==> config.mk <==
export PLATFORM = sky130hd
export DESIGN_NAME = yags_front
export DESIGN_NICKNAME = d
export VERILOG_FILES = /design/src/sv/yags_pkg.sv /design/src/sv/yags_front.sv
export SDC_FILE = /design/constraint.sdc
export NUM_CORES = 1
export LEC_CHECK = 0
export ABC_CLOCK_PERIOD_IN_PS = 7090
export BUFFER_PORTS_ARGS = -buffer_cell sky130_fd_sc_hd__buf_2
export CAP_MARGIN = 0
export CORE_MARGIN = 2
export CORE_UTILIZATION = 53
export CTS_CLUSTER_SIZE = 24
export DETAILED_ROUTE_END_ITERATION = 6
export GPL_ROUTABILITY_DRIVEN = 0
export PLACE_DENSITY = 0.84
export SETUP_SLACK_MARGIN = 0.1
export SYNTH_ARGS = -nofsm -noshare
export SYNTH_HDL_FRONTEND = slang
export SYNTH_SLANG_ARGS = --single-unit
==> constraint.sdc <==
create_clock -name aclk -period 7.09 [get_ports aclk]
set_input_delay 0 -clock aclk [delete_from_list [all_inputs] [get_ports aclk]]
set_output_delay 0 -clock aclk [all_outputs]
set_load 0.005 [all_outputs]
==> src/sv/yags_pkg.sv <==
`timescale 1ns / 1ps
// ----------------------------------------------------------------------------
// YAGS predictor package
// Kind codes, decoded operations, back-end states and the queue item type.
// ----------------------------------------------------------------------------
package yags_pkg;

    localparam int KIND_W = 3;
    localparam int HIST_W = 13;

    localparam logic [KIND_W-1:0] KIND_PREDICT = 3'd0;
    localparam logic [KIND_W-1:0] KIND_SHIFT   = 3'd1;
    localparam logic [KIND_W-1:0] KIND_RESTORE = 3'd2;
    localparam logic [KIND_W-1:0] KIND_COMMIT  = 3'd3;
    localparam logic [KIND_W-1:0] KIND_REPAIR  = 3'd4;

    typedef enum logic [2:0] {
        OP_NONE,
        OP_PREDICT,
        OP_SHIFT,
        OP_RESTORE,
        OP_COMMIT,
        OP_REPAIR
    } op_t;

    typedef enum logic [1:0] {
        BK_CLEAR,
        BK_IDLE,
        BK_READ,
        BK_EXEC
    } bk_state_t;

    typedef struct packed {
        op_t               op;
        logic [1:0]        thread;
        logic              uncond;
        logic              taken;
        logic [HIST_W-1:0] saved;
        logic              rec_choice;
        logic              rec_taken_used;
        logic              rec_not_taken_used;
        logic              rec_final;
    } item_t;

    typedef struct packed {
        logic pop;
        logic clearing;
    } bk_status_t;

endpackage

==> src/sv/yags_front.sv <==
`timescale 1ns / 1ps
// ----------------------------------------------------------------------------
// YAGS front end
// Accepts transactions, decodes the kind, shifts the PC and queues the item.
// ----------------------------------------------------------------------------
module yags_front import yags_pkg::*; #(
    parameter int SPC_BITS = 13,
    parameter int THREADS  = 4
) (
    input  logic                aclk,
    input  logic                aresetn,
    input  logic                cfg_wr_en,
    input  logic [2:0]          cfg_wr_data,
    input  logic                in_valid,
    output logic                in_ready,
    input  logic [KIND_W-1:0]   in_kind,
    input  logic [1:0]          in_thread,
    input  logic [63:0]         in_pc,
    input  logic                in_uncond,
    input  logic                in_taken,
    input  logic [HIST_W-1:0]   in_saved,
    input  logic [3:0]          in_rec,
    input  bk_status_t          bk_status,
    output logic                item_valid,
    output item_t               item,
    output logic [SPC_BITS-1:0] item_spc
);

    logic [2:0]          shift_reg;
    item_t               q_item_reg [2];
    logic [SPC_BITS-1:0] q_spc_reg  [2];
    logic                wr_ptr_reg, wr_ptr_next;
    logic                rd_ptr_reg, rd_ptr_next;
    logic [1:0]          count_reg, count_next;
    logic                push;
    item_t               new_item;
    logic [63:0]         spc_full;

    always_comb begin
        new_item.thread             = in_thread;
        new_item.uncond             = in_uncond;
        new_item.taken              = in_taken;
        new_item.saved              = in_saved;
        new_item.rec_choice         = in_rec[0];
        new_item.rec_taken_used     = in_rec[1];
        new_item.rec_not_taken_used = in_rec[2];
        new_item.rec_final          = in_rec[3];
        if (32'(in_thread) >= THREADS) begin
            new_item.op = OP_NONE;
        end else begin
            case (in_kind)
                KIND_PREDICT: new_item.op = OP_PREDICT;
                KIND_SHIFT:   new_item.op = OP_SHIFT;
                KIND_RESTORE: new_item.op = OP_RESTORE;
                KIND_COMMIT:  new_item.op = OP_COMMIT;
                KIND_REPAIR:  new_item.op = OP_REPAIR;
                default:      new_item.op = OP_NONE;
            endcase
        end
    end

    assign spc_full = in_pc >> shift_reg;
    assign in_ready = (count_reg != 2'd2) && !bk_status.clearing;
    assign push     = in_valid && in_ready;

    assign item_valid = (count_reg != 2'd0);
    assign item       = q_item_reg[rd_ptr_reg];
    assign item_spc   = q_spc_reg[rd_ptr_reg];

    always_comb begin
        wr_ptr_next = push ? !wr_ptr_reg : wr_ptr_reg;
        rd_ptr_next = bk_status.pop ? !rd_ptr_reg : rd_ptr_reg;
        count_next  = count_reg + 2'(push) - 2'(bk_status.pop);
    end

    always_ff @(posedge aclk) begin
        if (!aresetn) begin
            shift_reg  <= 3'd2;
            wr_ptr_reg <= 1'b0;
            rd_ptr_reg <= 1'b0;
            count_reg  <= 2'd0;
        end else begin
            if (cfg_wr_en) begin
                shift_reg <= cfg_wr_data;
            end
            wr_ptr_reg <= wr_ptr_next;
            rd_ptr_reg <= rd_ptr_next;
            count_reg  <= count_next;
        end
    end

    always_ff @(posedge aclk) begin
        if (push) begin
            q_item_reg[wr_ptr_reg] <= new_item;
            q_spc_reg[wr_ptr_reg]  <= spc_full[SPC_BITS-1:0];
        end
    end

endmodule

; ---- Word-level counts from Yosys, hierarchy flattened
; Memories as Yosys holds them, arrays and structs flattened. A register that Yosys moved wholly into a read port is not among the register bits.
; Cells that the tools add are included.
[word_totals]
register_bits = 7
mem_bits_rw = 74
in_bits = 97
output_inout_bits = 39
word_cells = 28
n_memories = 2
[memory_table]
columns = memory, words, word_bits, read_ports, rd_ports_with_merged_regs, wr, line
row1 = q_item_reg, 2, 24, 1, 1, 1, yags_front.sv:30  ; item_t q_item_reg [2];
row2 = q_spc_reg, 2, 13, 1, 1, 1, yags_front.sv:31  ; logic [SPC_BITS-1:0] q_spc_reg [2];
[op_classes]
n_addsub = 2
eq_ne = 5
shift = 1
n_mux = 7
n_reduce_logical = 7
[op_table]
columns = cell, n
row1 = >> shifter 64 x 3 -> 13 bit, 1
row2 = case mux 3 bit (5 select lines), 1
row3 = "equality test 3 x 2 -> 1 bit, second input constant", 2
row4 = 2-to-1 mux 1 bit, 6
row5 = "equality test 3 x 1 -> 1 bit, second input constant", 1
row6 = "equality test 3 bit, second input constant", 1
row7 = logical NOT 1 bit, 3
row8 = logical NOT 3 bit, 1
row9 = adder 2 x 1 -> 2 bit, 1
row10 = logical AND 1 bit, 2
row11 = "!= test 2 bit, second input constant", 1
row12 = nonzero test 2 bit, 1
row13 = subtractor 2 x 1 -> 2 bit, 1

; ---- Depth between registers and ports, before layout
[depth]
ltp_word = 5
depth_mapped = 9
depth_no_buf = 9

; ---- Worst setup path after synthesis
; No wires, ideal clock.
[synth_timing]
kind = reg2reg
start = register count_reg[1]
end = memory q_item_reg[0][0] (netlist bit) (enable)
setup_ps = 531
t_arrival_ps = 4050
required_time_ps = 6559
path_slack_ps = 2509
stages_incl_launch_ff = 3
n_path_buf = 0
period_less_slack_ps = 4581
path_cell_list = dfxtp_1 -> nor2b_1 -> nor4_1
[synth_via]
elab_chain_len = 5
[synth_rtl]
columns = item, line
row1 = "start, declared", yags_front.sv:34  ; logic [1:0] count_reg, count_next;
row2 = "start signal, assigned", yags_front.sv:88  ; count_reg <= count_next;
row3 = != test 2 bit, yags_front.sv:63  ; assign in_ready = (count_reg != 2'd2) && !bk_status.clearing;
row4 = logical AND 1 bit, yags_front.sv:63
row5 = logical AND 1 bit, yags_front.sv:64  ; assign push = in_valid && in_ready;
row6 = 2-to-1 mux 1 bit, yags_front.sv:93  ; if (push) begin
row7 = 2-to-1 mux 1 bit (not written as such), yags_front.sv:94  ; q_item_reg[wr_ptr_reg] <= new_item;
row8 = "end, declared", yags_front.sv:30
; Every way passes these cells.

; ---- Final worst setup path
[layout_timing]
start = register shift_reg[0]
end = memory q_spc_reg[1][0], data pin
[layout_via]
elab_chain_len = 1
[layout_rtl]
columns = item, line
row1 = "start, declared", yags_front.sv:29  ; logic [2:0] shift_reg;
row2 = "start signal, assigned", yags_front.sv:84  ; shift_reg <= cfg_wr_data;
row3 = >> shifter 64 x 3 -> 13 bit, yags_front.sv:62  ; assign spc_full = in_pc >> shift_reg;
row4 = named net spc_full[0], yags_front.sv:37  ; logic [63:0] spc_full;
row5 = "end, declared", yags_front.sv:31
; The timed path passes the listed nets, and every way through them passes these cells.

==> metrics.cfg <==
[power]
switching_power_uw = 244
swShare_pct = 21.6
max-vdd-ir-drop_mv = 0.119
pwr-share-comb_pct = 13.5
p_leak_nw = 1.78
power_frac_seq_pct = 51.4
total_power_mw = 1.13
clockPowerShare_pct = 35.1
intPower_uw = 882
power_per_cell_area_nw_per_um2 = 242

[layout]
finalNonFillerCells = 425
multi_input_area_um2 = 1150
nets = 439
largest_register_ffs = 48
antenna_cells = 0
layout-drive-gt1-share_pct = 47.0
fin_util_pct = 69.7
area_delta_synth_final_pct = 29.1
n_fill_cell = 447
regArea_um2 = 2380
fin_area_um2 = 4660

[global_routing]
grt-ovfl-total = 0
grt_pass1_vias = 2224
grt_pass1_wl_mm = 10.5
grt_start_max_net_pins = 39
antenna_found_initial = 0
grt.total_usage_pct = 18.3

[timing]
period_minus_slack_ns = 2.05
fin_ws_ns = 5.04
min_period_over_period_pct = 28.9
slew_headroom_pct = 28.6
fin_worst_skew_ns = 0.00615
drv_slew = 0
finalSetupViolations = 0
worst_slew_pin_slew_ns = 1.07
finalHoldViolations = 0
max_freq_mhz = 488
whs_ns = 0.0297
rsz0062_at_grt = no
setup_tns_ns = 0

[detailed_routing]
drc = 0
drt_pass1_iterations = 4
wirelength_mm = 6.72
routedWlPerCell_um = 15.8
postRouteAntennaNets = 0
dr_total_vias = 2228
drt-vias-per-instance = 5.24
drt_iter0_markers = 65

[logic_synthesis]
synth_most_common_cell = edfxtp_1
yosys.area.top_type = edfxtp_1
ys_seq_area_share_pct = 66.1
synth_area_um2 = 3610
synth-async-reset-ratio_pct = 0
avgSynthCellArea_um2 = 16.6
synth_common_cells = edfxtp_1 (74), mux2_2 (44), mux2i_1 (20), nor2_1 (9), dfxtp_1 (8)
syn_inst = 217
synth_top_area_share_pct = 61.6
yosys.cell_types.count = 31
synth_edf_count = 74
synth_fp_nets = 316
synth_ff_type = edfxtp_1
yosys_warnings = 0
ys_ff_latch = 82
synthTopCellsByArea = edfxtp_1 (62%), mux2_2 (14%), mux2i_1 (5.6%)

[worst_setup_path]
cp_max_fo = 23
critical_path_class = flip-flop to flip-flop
cp.arrival_ns = 2.13
cp-start-kind = flip-flop
r2r_cells = 3
crit_required_ns = 7.17
end_kind = flip-flop

[clock_tree]
cts_buffer_depth = 2
cts_num_sinks = 82
hold_buffers = 30
post_cts_buffers = 0
clk_latency_ns = 0.34
htree_levels = 3
cts_tree = built
root_buffer = clkbuf_8
clk_pin_slew_worst_paths_ns = 0.08
cts_buffers = 9
post_cts.resized_instances = 0

[worst_hold_path]
worstHoldPathCells = 3
min_path_type = input pin to flip-flop

[floorplanning]
num_io_pins = 136
fp-row-count = 30
core_um2 = 6680
dieWidth_um = 86.5
start_util_pct = 54.0
fp.dieH_um = 86.5
dieArea_um2 = 7480

[placement]
hpwl_mm = 4.16
portBuffers = 91
place_ws_ns = 5.09
dp.cells = 379
place_area_um2 = 4110

[flow_run]
maxCapViolations = 0

[run_status]
status = finished clean

## metal layers
metal | GRT usage (%) | part of all wire, %
met4 | 7.24 | 1.7
met2 | 32.4 | 53
met3 | 3.43 | 5.0
met1 | 22.0 | 40
met5 | 0 | 0
## critical path: stages, from the launching register on
cell and delay, ns:
dfxtp_1 1.03, mux2i_1 0.34, o22ai_1 0.14, a221o_1 0.28
## path summary, 6_finish.rpt
kind                             start                        end  slack [ns]
max          shift_reg[0]$_SDFFE_PN0P_  q_spc_reg[1][0]$_DFFE_PP_        5.04
min                       bk_status[0]    wr_ptr_reg$_SDFFE_PN0P_        0.03
max reg2reg  shift_reg[0]$_SDFFE_PN0P_  q_spc_reg[1][0]$_DFFE_PP_        5.04
min reg2reg    count_reg[1]$_SDFF_PN0_    count_reg[1]$_SDFF_PN0_        0.52
## area by class of cell
class                   instances  area share, %
inverters                       3          0.242
clock inverters                 6           2.47
clock buffers                  10           2.74
well taps                      80           2.15
repair buffers                122           16.4
multi-input cells             122           24.8
flip-flops and latches         82           51.2
## cells by family (layout without fill, tap and decap cells)
kind of cell / Yosys count / in the layout / synth area share (%)
compound gates: 20 / 20 / 4.27
xor+xnor: 3 / 3 / 0.729
fa+ha+maj: 2 / 2 / 0.694
buf+inv: 13 / 141 / 2.12
flops: 82 / 82 / 66.1
mux: 70 / 70 / 22.4
simple gates: 27 / 27 / 3.71
## cell usage in the layout, fill, tap and decap left out, drive strengths merged, types with 5 or more instances in the layout
cell         Yosys  layout
dlygate4sd3      0      30
clkbuf           1      10
a221o            7       7
buf              9      92
dfxtp            8       8
edfxtp          74      74
mux2i           20      20
nand2            5       5
mux2            47      47
nor2             9       9
o22ai            7       7
## power by group through the flow
stage	combinational [mW]	clock (mW)	sequential [mW]
floorplan	0.0964	0	0.576
global placement	0.134	0	0.588
detailed placement	0.138	0	0.590
CTS	0.152	0.401	0.579
global route	0.168	0.416	0.583
finish	0.152	0.395	0.579
Power figures use the tool's default switching activity.
